File: config.mk
export PLATFORM = sky130hd
export DESIGN_NAME = line_voxel_walker_3d
export DESIGN_NICKNAME = d
export VERILOG_FILES = /design/src/hdl/lvw_pkg.sv /design/src/hdl/lvw_front.sv /design/src/hdl/lvw_queue.sv /design/src/hdl/lvw_back.sv /design/src/hdl/line_voxel_walker_3d.sv
export SDC_FILE = /design/constraint.sdc
export NUM_CORES = 2
export LEC_CHECK = 0
export ABC_AREA = 1
export BUFFER_PORTS_ARGS = -buffer_cell sky130_fd_sc_hd__buf_2
export CAP_MARGIN = 25
export CORE_MARGIN = 2
export CORE_UTILIZATION = 55
export CTS_BUF_LIST = sky130_fd_sc_hd__clkbuf_2
export DETAILED_ROUTE_END_ITERATION = 7
export PLACE_DENSITY = 0.75
export SYNTH_ARGS = -nofsm -noshare
export SYNTH_HDL_FRONTEND = slang
export SYNTH_SLANG_ARGS = --single-unit
export TNS_END_PERCENT = 50
File: constraint.sdc
create_clock -name clk -period 6.1 [get_ports clk]
set_clock_uncertainty 0.15 [all_clocks]
set_input_delay 0.305 -clock clk [delete_from_list [all_inputs] [get_ports clk]]
set_output_delay 0.305 -clock clk [all_outputs]
set_load 0.02 [all_outputs]
File: src/hdl/lvw_pkg.sv
// Shared widths, codes, types and helpers for the 3D line voxel walker.
package lvw_pkg;

    localparam int COORD_BITS  = 16;
    localparam int LIMIT_BITS  = 15;
    localparam int MAG_BITS    = COORD_BITS;
    localparam int TWICE_BITS  = COORD_BITS + 1;
    localparam int ERR_BITS    = COORD_BITS + 4;
    localparam int CMP_BITS    = (COORD_BITS > LIMIT_BITS) ? COORD_BITS : LIMIT_BITS;
    localparam int CFG_IDX_BITS = 2;

    localparam int QUEUE_DEPTH = 2;
    localparam int QPTR_BITS   = (QUEUE_DEPTH > 1) ? $clog2(QUEUE_DEPTH) : 1;
    localparam int QCNT_BITS   = $clog2(QUEUE_DEPTH + 1);

    localparam logic [LIMIT_BITS-1:0] LIMIT_X_RESET = LIMIT_BITS'(680);
    localparam logic [LIMIT_BITS-1:0] LIMIT_Y_RESET = LIMIT_BITS'(170);
    localparam logic [LIMIT_BITS-1:0] LIMIT_Z_RESET = LIMIT_BITS'(170);

    typedef enum logic {
        OP_LOAD = 1'b0,
        OP_STEP = 1'b1
    } opcode_t;

    typedef enum logic [1:0] {
        AXIS_X = 2'd0,
        AXIS_Y = 2'd1,
        AXIS_Z = 2'd2
    } axis_t;

    typedef enum logic [CFG_IDX_BITS-1:0] {
        CFG_LIMIT_X = 2'd0,
        CFG_LIMIT_Y = 2'd1,
        CFG_LIMIT_Z = 2'd2
    } cfg_index_t;

    typedef logic signed [COORD_BITS-1:0] coord_t;
    typedef logic [MAG_BITS-1:0]          mag_t;
    typedef logic [LIMIT_BITS-1:0]        limit_t;

    // One decoded request as it travels from the front end to the walker.
    typedef struct packed {
        opcode_t op;
        coord_t  sx;
        coord_t  sy;
        coord_t  sz;
        mag_t    mx;
        mag_t    my;
        mag_t    mz;
        logic    neg_x;
        logic    neg_y;
        logic    neg_z;
    } cmd_t;

    typedef struct packed {
        logic   valid_res;
        coord_t x;
        coord_t y;
        coord_t z;
        logic   in_box;
        logic   last;
    } res_t;

    typedef struct packed {
        logic full;
        logic empty;
    } q_stat_t;

    // Magnitude of a difference of two coordinates; it always fits MAG_BITS.
    function automatic mag_t mag_of(input logic signed [COORD_BITS:0] d);
        logic [COORD_BITS:0] n;
        n = d[COORD_BITS] ? (~d + 1'b1) : d;
        return n[COORD_BITS-1:0];
    endfunction

    // Magnitude of a coordinate, read as unsigned; the most negative value maps correctly.
    function automatic logic [COORD_BITS-1:0] abs_coord(input coord_t c);
        return c[COORD_BITS-1] ? (~c + 1'b1) : c;
    endfunction

endpackage

File: src/hdl/lvw_front.sv
// Front end: classifies a request and works out the per-axis deltas and step signs.
module lvw_front (
    input  logic                             opcode,
    input  logic signed [lvw_pkg::COORD_BITS-1:0] start_x,
    input  logic signed [lvw_pkg::COORD_BITS-1:0] start_y,
    input  logic signed [lvw_pkg::COORD_BITS-1:0] start_z,
    input  logic signed [lvw_pkg::COORD_BITS-1:0] end_x,
    input  logic signed [lvw_pkg::COORD_BITS-1:0] end_y,
    input  logic signed [lvw_pkg::COORD_BITS-1:0] end_z,
    output lvw_pkg::cmd_t                    cmd
);
    import lvw_pkg::*;

    logic signed [COORD_BITS:0] dx;
    logic signed [COORD_BITS:0] dy;
    logic signed [COORD_BITS:0] dz;

    assign dx = {end_x[COORD_BITS-1], end_x} - {start_x[COORD_BITS-1], start_x};
    assign dy = {end_y[COORD_BITS-1], end_y} - {start_y[COORD_BITS-1], start_y};
    assign dz = {end_z[COORD_BITS-1], end_z} - {start_z[COORD_BITS-1], start_z};

    always_comb
    begin
        cmd.op    = opcode_t'(opcode);
        cmd.sx    = start_x;
        cmd.sy    = start_y;
        cmd.sz    = start_z;
        cmd.mx    = mag_of(dx);
        cmd.my    = mag_of(dy);
        cmd.mz    = mag_of(dz);
        cmd.neg_x = dx[COORD_BITS];
        cmd.neg_y = dy[COORD_BITS];
        cmd.neg_z = dz[COORD_BITS];
    end

endmodule

File: src/hdl/lvw_queue.sv
// Short register queue that decouples the front end from the walker.
module lvw_queue (
    input  logic             clk,
    input  logic             rst_n,
    input  logic             push,
    input  lvw_pkg::cmd_t    wr_entry,
    input  logic             pop,
    output lvw_pkg::cmd_t    head,
    output lvw_pkg::q_stat_t stat
);
    import lvw_pkg::*;

    cmd_t                 mem_reg [QUEUE_DEPTH];
    logic [QPTR_BITS-1:0] wr_ptr_reg;
    logic [QPTR_BITS-1:0] wr_ptr_next;
    logic [QPTR_BITS-1:0] rd_ptr_reg;
    logic [QPTR_BITS-1:0] rd_ptr_next;
    logic [QCNT_BITS-1:0] count_reg;
    logic [QCNT_BITS-1:0] count_next;

    assign wr_ptr_next = (wr_ptr_reg == QPTR_BITS'(QUEUE_DEPTH - 1)) ? '0 : wr_ptr_reg + 1'b1;
    assign rd_ptr_next = (rd_ptr_reg == QPTR_BITS'(QUEUE_DEPTH - 1)) ? '0 : rd_ptr_reg + 1'b1;

    always_comb
    begin
        count_next = count_reg;
        if (push && !pop)
        begin
            count_next = count_reg + 1'b1;
        end
        else if (pop && !push)
        begin
            count_next = count_reg - 1'b1;
        end
    end

    always_ff @(posedge clk or negedge rst_n)
    begin
        if (!rst_n)
        begin
            wr_ptr_reg <= '0;
            rd_ptr_reg <= '0;
            count_reg  <= '0;
        end
        else
        begin
            if (push)
            begin
                wr_ptr_reg <= wr_ptr_next;
            end
            if (pop)
            begin
                rd_ptr_reg <= rd_ptr_next;
            end
            count_reg <= count_next;
        end
    end

    always_ff @(posedge clk)
    begin
        if (push)
        begin
            mem_reg[wr_ptr_reg] <= wr_entry;
        end
    end

    assign head       = mem_reg[rd_ptr_reg];
    assign stat.full  = (count_reg == QCNT_BITS'(QUEUE_DEPTH));
    assign stat.empty = (count_reg == '0);

endmodule

File: src/hdl/lvw_back.sv
// Walker: holds the line state, applies loads and steps one voxel per request.
module lvw_back (
    input  logic                clk,
    input  logic                rst_n,
    input  logic                head_valid,
    input  lvw_pkg::cmd_t       head,
    output logic                pop,
    input  lvw_pkg::limit_t     limit_x,
    input  lvw_pkg::limit_t     limit_y,
    input  lvw_pkg::limit_t     limit_z,
    input  logic                res_ready,
    output logic                res_valid,
    output lvw_pkg::res_t       res
);
    import lvw_pkg::*;

    coord_t                       cur_x_reg, cur_y_reg, cur_z_reg;
    coord_t                       cur_x_next, cur_y_next, cur_z_next;
    logic signed [ERR_BITS-1:0]   err_a_reg, err_b_reg;
    logic signed [ERR_BITS-1:0]   err_a_next, err_b_next;
    logic signed [ERR_BITS-1:0]   err_a_load, err_b_load;
    logic [TWICE_BITS-1:0]        tdx_reg, tdy_reg, tdz_reg;
    logic [TWICE_BITS-1:0]        tdx_load, tdy_load, tdz_load;
    logic [TWICE_BITS-1:0]        tw_maj, tw_a, tw_b;
    logic                         neg_x_reg, neg_y_reg, neg_z_reg;
    axis_t                        major_reg;
    axis_t                        major_load;
    mag_t                         steps_left_reg;
    mag_t                         steps_load;
    logic                         active_reg;
    logic                         res_valid_reg;
    res_t                         res_reg;
    res_t                         res_next;
    logic                         step_a, step_b;
    logic                         mv_x, mv_y, mv_z;
    logic                         in_box;
    logic                         is_load, is_step;

    function automatic coord_t inc_of(input logic mv, input logic neg);
        coord_t r;
        r = '0;
        if (mv)
        begin
            r = neg ? '1 : coord_t'(1);
        end
        return r;
    endfunction

    assign is_load = head_valid && (head.op == OP_LOAD);
    assign is_step = head_valid && (head.op == OP_STEP);
    assign pop     = is_load || (is_step && (!res_valid_reg || res_ready));

    // Set-up of a new line: doubled deltas, dominant axis and error terms.
    always_comb
    begin
        tdx_load = {head.mx, 1'b0};
        tdy_load = {head.my, 1'b0};
        tdz_load = {head.mz, 1'b0};
        if (head.mx >= head.my && head.mx >= head.mz)
        begin
            major_load = AXIS_X;
            err_a_load = $signed(ERR_BITS'(tdy_load)) - $signed(ERR_BITS'(head.mx));
            err_b_load = $signed(ERR_BITS'(tdz_load)) - $signed(ERR_BITS'(head.mx));
            steps_load = head.mx;
        end
        else if (head.my >= head.mx && head.my >= head.mz)
        begin
            major_load = AXIS_Y;
            err_a_load = $signed(ERR_BITS'(tdx_load)) - $signed(ERR_BITS'(head.my));
            err_b_load = $signed(ERR_BITS'(tdz_load)) - $signed(ERR_BITS'(head.my));
            steps_load = head.my;
        end
        else
        begin
            major_load = AXIS_Z;
            err_a_load = $signed(ERR_BITS'(tdy_load)) - $signed(ERR_BITS'(head.mz));
            err_b_load = $signed(ERR_BITS'(tdx_load)) - $signed(ERR_BITS'(head.mz));
            steps_load = head.mz;
        end
    end

    // One Bresenham step. Error term a serves y, x, y and b serves z, z, x
    // for dominant axis x, y, z respectively.
    always_comb
    begin
        step_a = !err_a_reg[ERR_BITS-1] && (err_a_reg != '0);
        step_b = !err_b_reg[ERR_BITS-1] && (err_b_reg != '0);
        unique case (major_reg)
            AXIS_X:
            begin
                tw_maj = tdx_reg;
                tw_a   = tdy_reg;
                tw_b   = tdz_reg;
                mv_x   = 1'b1;
                mv_y   = step_a;
                mv_z   = step_b;
            end
            AXIS_Y:
            begin
                tw_maj = tdy_reg;
                tw_a   = tdx_reg;
                tw_b   = tdz_reg;
                mv_x   = step_a;
                mv_y   = 1'b1;
                mv_z   = step_b;
            end
            AXIS_Z:
            begin
                tw_maj = tdz_reg;
                tw_a   = tdy_reg;
                tw_b   = tdx_reg;
                mv_x   = step_b;
                mv_y   = step_a;
                mv_z   = 1'b1;
            end
            default:
            begin
                tw_maj = '0;
                tw_a   = '0;
                tw_b   = '0;
                mv_x   = 1'b0;
                mv_y   = 1'b0;
                mv_z   = 1'b0;
            end
        endcase
        err_a_next = err_a_reg - (step_a ? $signed(ERR_BITS'(tw_maj)) : '0)
                     + $signed(ERR_BITS'(tw_a));
        err_b_next = err_b_reg - (step_b ? $signed(ERR_BITS'(tw_maj)) : '0)
                     + $signed(ERR_BITS'(tw_b));
        cur_x_next = cur_x_reg + inc_of(mv_x, neg_x_reg);
        cur_y_next = cur_y_reg + inc_of(mv_y, neg_y_reg);
        cur_z_next = cur_z_reg + inc_of(mv_z, neg_z_reg);
    end

    assign in_box = (CMP_BITS'(abs_coord(cur_x_reg)) <= CMP_BITS'(limit_x))
                 && (CMP_BITS'(abs_coord(cur_y_reg)) <= CMP_BITS'(limit_y))
                 && (CMP_BITS'(abs_coord(cur_z_reg)) <= CMP_BITS'(limit_z));

    always_comb
    begin
        res_next = '0;
        if (active_reg)
        begin
            res_next.valid_res = 1'b1;
            res_next.x         = cur_x_reg;
            res_next.y         = cur_y_reg;
            res_next.z         = cur_z_reg;
            res_next.in_box    = in_box;
            res_next.last      = (steps_left_reg == '0);
        end
    end

    always_ff @(posedge clk or negedge rst_n)
    begin
        if (!rst_n)
        begin
            cur_x_reg      <= '0;
            cur_y_reg      <= '0;
            cur_z_reg      <= '0;
            err_a_reg      <= '0;
            err_b_reg      <= '0;
            tdx_reg        <= '0;
            tdy_reg        <= '0;
            tdz_reg        <= '0;
            neg_x_reg      <= 1'b0;
            neg_y_reg      <= 1'b0;
            neg_z_reg      <= 1'b0;
            major_reg      <= AXIS_X;
            steps_left_reg <= '0;
            active_reg     <= 1'b0;
            res_valid_reg  <= 1'b0;
            res_reg        <= '0;
        end
        else
        begin
            if (pop && is_step)
            begin
                res_valid_reg <= 1'b1;
                res_reg       <= res_next;
            end
            else if (res_ready)
            begin
                res_valid_reg <= 1'b0;
            end

            if (pop && is_load)
            begin
                cur_x_reg      <= head.sx;
                cur_y_reg      <= head.sy;
                cur_z_reg      <= head.sz;
                err_a_reg      <= err_a_load;
                err_b_reg      <= err_b_load;
                tdx_reg        <= tdx_load;
                tdy_reg        <= tdy_load;
                tdz_reg        <= tdz_load;
                neg_x_reg      <= head.neg_x;
                neg_y_reg      <= head.neg_y;
                neg_z_reg      <= head.neg_z;
                major_reg      <= major_load;
                steps_left_reg <= steps_load;
                active_reg     <= 1'b1;
            end
            else if (pop && is_step && active_reg)
            begin
                if (steps_left_reg == '0)
                begin
                    active_reg <= 1'b0;
                end
                else
                begin
                    steps_left_reg <= steps_left_reg - 1'b1;
                    err_a_reg      <= err_a_next;
                    err_b_reg      <= err_b_next;
                    cur_x_reg      <= cur_x_next;
                    cur_y_reg      <= cur_y_next;
                    cur_z_reg      <= cur_z_next;
                end
            end
        end
    end

    assign res_valid = res_valid_reg;
    assign res       = res_reg;

endmodule

File: src/hdl/line_voxel_walker_3d.sv
// Top level of the 3D line voxel walker: configuration registers and block wiring.
module line_voxel_walker_3d (
    input  logic                                  clk,
    input  logic                                  rst_n,
    input  logic                                  cmd_valid,
    output logic                                  cmd_ready,
    input  logic                                  opcode,
    input  logic signed [lvw_pkg::COORD_BITS-1:0] start_x,
    input  logic signed [lvw_pkg::COORD_BITS-1:0] start_y,
    input  logic signed [lvw_pkg::COORD_BITS-1:0] start_z,
    input  logic signed [lvw_pkg::COORD_BITS-1:0] end_x,
    input  logic signed [lvw_pkg::COORD_BITS-1:0] end_y,
    input  logic signed [lvw_pkg::COORD_BITS-1:0] end_z,
    output logic                                  res_valid,
    input  logic                                  res_ready,
    output logic                                  valid_res,
    output logic signed [lvw_pkg::COORD_BITS-1:0] voxel_x,
    output logic signed [lvw_pkg::COORD_BITS-1:0] voxel_y,
    output logic signed [lvw_pkg::COORD_BITS-1:0] voxel_z,
    output logic                                  inside_res,
    output logic                                  last,
    input  logic                                  cfg_valid,
    output logic                                  cfg_ready,
    input  logic [lvw_pkg::CFG_IDX_BITS-1:0]      cfg_index,
    input  logic [lvw_pkg::LIMIT_BITS-1:0]        cfg_data
);
    // The walker takes one request per clock and returns one voxel per clock,
    // but a step request waits in the queue while the output register holds a
    // voxel that is not being taken. A load request (opcode 0) sets up a new
    // line from two endpoints and returns nothing; each step request (opcode 1)
    // then returns the next voxel, from the start point to the end point
    // inclusive, with the last voxel flagged and a flag telling whether |x|,
    // |y| and |z| all lie within the configured limits. A step request with no
    // line active returns a result whose valid_res bit and every other field
    // are zero. A request is written into the input queue, and a step's voxel
    // is registered in the output register when the walker pops the step; the
    // walker applies a whole Bresenham step (error compare, add and coordinate
    // update) combinationally and registers it on that pop. The front end works
    // out deltas and step signs, and a two-entry queue keeps taking requests
    // until it is full while a voxel waits in the output register.
    // The limit registers (index 0, 1, 2 for x, y, z; reset 680, 170, 170)
    // are written through the configuration channel, which is always ready;
    // writes to any other index are dropped. Write them only while no
    // request is in flight.
    import lvw_pkg::*;

    limit_t  limit_x_reg;
    limit_t  limit_y_reg;
    limit_t  limit_z_reg;
    cmd_t    front_cmd;
    cmd_t    q_head;
    q_stat_t q_stat;
    logic    push;
    logic    pop;
    res_t    res;

    assign cfg_ready = 1'b1;

    always_ff @(posedge clk or negedge rst_n)
    begin
        if (!rst_n)
        begin
            limit_x_reg <= LIMIT_X_RESET;
            limit_y_reg <= LIMIT_Y_RESET;
            limit_z_reg <= LIMIT_Z_RESET;
        end
        else if (cfg_valid && cfg_ready)
        begin
            unique case (cfg_index_t'(cfg_index))
                CFG_LIMIT_X: limit_x_reg <= cfg_data;
                CFG_LIMIT_Y: limit_y_reg <= cfg_data;
                CFG_LIMIT_Z: limit_z_reg <= cfg_data;
                default:
                begin
                    limit_x_reg <= limit_x_reg;
                end
            endcase
        end
    end

    // Requests are taken whenever the queue has room.
    assign cmd_ready = !q_stat.full;
    assign push      = cmd_valid && cmd_ready;

    lvw_front u_front (
        .opcode  (opcode),
        .start_x (start_x),
        .start_y (start_y),
        .start_z (start_z),
        .end_x   (end_x),
        .end_y   (end_y),
        .end_z   (end_z),
        .cmd     (front_cmd)
    );

    lvw_queue u_queue (
        .clk      (clk),
        .rst_n    (rst_n),
        .push     (push),
        .wr_entry (front_cmd),
        .pop      (pop),
        .head     (q_head),
        .stat     (q_stat)
    );

    lvw_back u_back (
        .clk        (clk),
        .rst_n      (rst_n),
        .head_valid (!q_stat.empty),
        .head       (q_head),
        .pop        (pop),
        .limit_x    (limit_x_reg),
        .limit_y    (limit_y_reg),
        .limit_z    (limit_z_reg),
        .res_ready  (res_ready),
        .res_valid  (res_valid),
        .res        (res)
    );

    assign valid_res  = res.valid_res;
    assign voxel_x    = res.x;
    assign voxel_y    = res.y;
    assign voxel_z    = res.z;
    assign inside_res = res.in_box;
    assign last       = res.last;

    // The queue can never report full and empty at once.
    a_queue_state: assert property (@(posedge clk) disable iff (!rst_n)
        !(q_stat.full && q_stat.empty))
        else $error("queue reports full and empty together");

    // A new result only ever comes from a step request leaving the queue.
    a_result_source: assert property (@(posedge clk) disable iff (!rst_n)
        $rose(res_valid) |-> $past(pop && !q_stat.empty && q_head.op == OP_STEP))
        else $error("result appeared without a step request");

    // The last flag is only set on a real voxel.
    a_last_valid: assert property (@(posedge clk) disable iff (!rst_n)
        (res_valid && last) |-> valid_res)
        else $error("last flag set on an invalid result");

    // Nothing is popped from an empty queue.
    a_no_underflow: assert property (@(posedge clk) disable iff (!rst_n)
        pop |-> !q_stat.empty)
        else $error("pop from an empty queue");

endmodule

==> impl_metrics.yaml <==
route:
  antenna_left: 0
  vias_per_cell: 5.79
  num_vias: 36827
  dr.pass1.iters: 7
  wirelength_um: 133000
  drt-initial-drc-count: 4570
  drc: 0
  wl_per_cell_um: 21.0
floorplan:
  placeableCoreArea_mm2: 0.0659
  initial_core_util_pct: 55.6
  io_pins: 173
  die_y_um: 262
  die_w_um: 262
  dieArea_mm2: 0.0686
  num_rows: 94
clock_network:
  clkTransAtPathRegs_ps: 110
  cts.sinks: 458
  h-tree-depth: 3
  cts_buffers: 119
  clockBufferDepth: 3
  cts_tree: "built"
  cts_setup_buffers: 0
  cts_root_buf: "clkbuf_2"
  clk_latency_ps: 1310
sta:
  clock.fmax_mhz: 185
  slew_headroom_pct: 28.7
  hold_violations: 0
  tightest_slew_ps: 1070
  setup-violations-final: 0
  fin_setup_tns_ps: 0
  slew_violations: 0
  fin_crit_ps: 5400
  period_share_pct: 88.5
  rsz0062_at_grt: "no"
final_layout:
  final-seq-area_mm2: 0.0125
  fillers: 5864
  syn_to_final_growth_pct: 15.0
  multiInputGateArea_mm2: 0.0209
  largest_register_ffs: 200
  final_layout_size_suffix_gt1_share_pct: 9.49
  nNetsFinal: 5875
yosys:
  ys.flop_type: "dfrtp_1"
  yosysWarnings: 0
  synth-seq-cells: 458
  synthArstFlopShare_pct: 56.3
  netlist-cell-type-count: 59
  ys_seq_area_share_pct: 34.1
  syn_avg_cell_area_um2: 7.45
  syn_area_mm2: 0.0366
  synth.net_count: 5400
  synth_cells: 4915
  synth_edf_count: 200
placement:
  hpwlAfterDp_um: 97000
  port_buffers: 171
  place_congestion: 1.01
outcome:
  status: "complete, no violations"
flow_run:
  maxCapViolations: 0
global_routing:
  antenna_found_initial: 15
  grt_start_max_net_pins: 164
  grt_overflow: 0
  grt_pass1_wl_um: 202000
  grt_pass1_vias: 34885
  track_usage_pct: 38.7
worst_setup_path:
  setup.worst_path.end_class: "flop"
  critPathArrivalTime_ps: 6290
  worst_setup_path_start_kind: "input port"
  required_ps: 6990
  crit_fanout: 13
  critPathKind: "input port to flop"
worst_hold_path:
  hold_class: "input port to flop"
==> cells in the mapped netlist, types with 56 or more instances <==
cell type,instances,area (µm²)
o21ai_0,355,1780
xnor2_1,62,543
a21oi_1,338,1690
edfxtp_1,200,6010
nor2_1,409,1540
inv_1,693,2600
clkbuf_1,63,236
nand2_1,1205,4520
ha_1,320,4000
dfrtp_1,246,6160
nand4_1,56,350
nand3_1,267,1340
xor2_1,154,1350
==> placed cells by master (no fill, tap or decap), drive strengths merged, types with 3 or more instances in the layout <==
cell and count:
a22oi 17, nand3 269, ha 320, xnor2 64, a211oi 5, and3 4, edfxtp 200, clkbuf 155
a21o 27, dfrtp 246, clkinv 51, a31oi 25, diode 13, buf 220, mux2 3, or2 51
nand2 1219, xor2 157, o21ai 396, a21boi 4, nor2 418, o211ai 23, a21oi 352, inv 706
nand4 56, and2 4, nand3b 15, nor4 7, o22ai 55, dfstp 12, o31ai 14, nor3 39
o311ai 3, o21a 7, fa 46, dlygate4sd3 258, o21bai 23
==> final cells by class <==
cell class	instances	share of cell area, %
multi-input cells	3629	49.7
flip-flops and latches	458	29.7
repair buffers	478	9.15
inverters	704	6.29
well taps	864	2.57
clock buffers	155	1.84
clock inverters	54	0.711
diodes	13	0.0773
==> worst paths after layout <==
path / slack [ps] / cells after the start / from / endpoint
setup reg to reg: 1090 / 15 / u_back.major_reg[0]$_DFFE_PN0P_ / u_back.cur_y_reg[11]$_DFFE_PN0P_
hold / removal: 140 / 5 / end_x[0] / u_queue.mem_reg[1][35]$_DFFE_PP_
min in group asynchronous: 580 / 5 / rst_n / limit_z_reg[4]$_DFFE_PN0P_
setup / recovery: 700 / 24 / end_y[0] / u_queue.mem_reg[0][33]$_DFFE_PP_
max in group asynchronous: 4170 / 5 / rst_n / u_queue.rd_ptr_reg$_DFFE_PN0N_
hold reg to reg: 330 / 2 / u_back.err_b_reg[19]$_DFFE_PN0P_ / u_back.err_b_reg[19]$_DFFE_PN0P_
==> kinds of logic after synthesis <==
logic type | count (synthesis) | share of synthesized area, %
compound gates | 955 | 14.4
xor+xnor | 221 | 5.42
fa+ha+maj | 366 | 13.5
buf+inv | 828 | 8.88
flops | 458 | 34.1
mux | 3 | 0.0923
other cells | 1 | 0.0102
simple gates | 2083 | 23.7
==> timing repair <==
action	CTS	global route
resized for setup	0	0
hold buffers	259	0
endpoints found under the hold margin	682	0
==> critical path: stages <==
cell	delay, ps
dlygate4sd3_1	530
buf_2	120
dlygate4sd3_1	560
inv_1	70
ha_1	140
inv_1	60
fa_1	420
nand3_1	110
nand3_1	140
nand2_1	100
nand2_1	70
nand2_1	70
nand3_1	100
nand2_1	90
nand2_1	110
xor2_2	240
dlygate4sd3_1	970
nand2_1	150
nand2_1	90
dlygate4sd3_1	550
nand2_1	50
dlygate4sd3_1	570
nand2_1	90
dlygate4sd3_1	570
==> metal layers <==
layer,part of all wire [%],wire (µm),vias to the layer above,GRT usage (%)
li1,-,-,17251,-
met1,42,56300,17213,54.6
met2,43,56900,2015,58.0
met3,11,14800,338,8.65
met4,4.0,5390,10,15.0
met5,0.044,59,-,0
==> metrics by stage <==
stage | utilization [%] | cell area, µm² | hold WS [ps] | cells | setup slack [ps]
2_1_floorplan | - | 36600 | -141 | 4915 | 428
3_3_place_gp | 58.3 | 38400 | 248 | 5874 | 1160
3_5_place_dp | 58.3 | 38400 | 251 | 5874 | 1160
4_1_cts | 63.8 | 42100 | 36.6 | 6342 | 999
5_1_grt | 63.9 | 42100 | 67.4 | 6353 | 541
6_report | 63.9 | 42100 | 136 | 6355 | 704
Power is not shown: default switching activity piles up to over one toggle a cycle in this logic, so the estimate is an artifact.
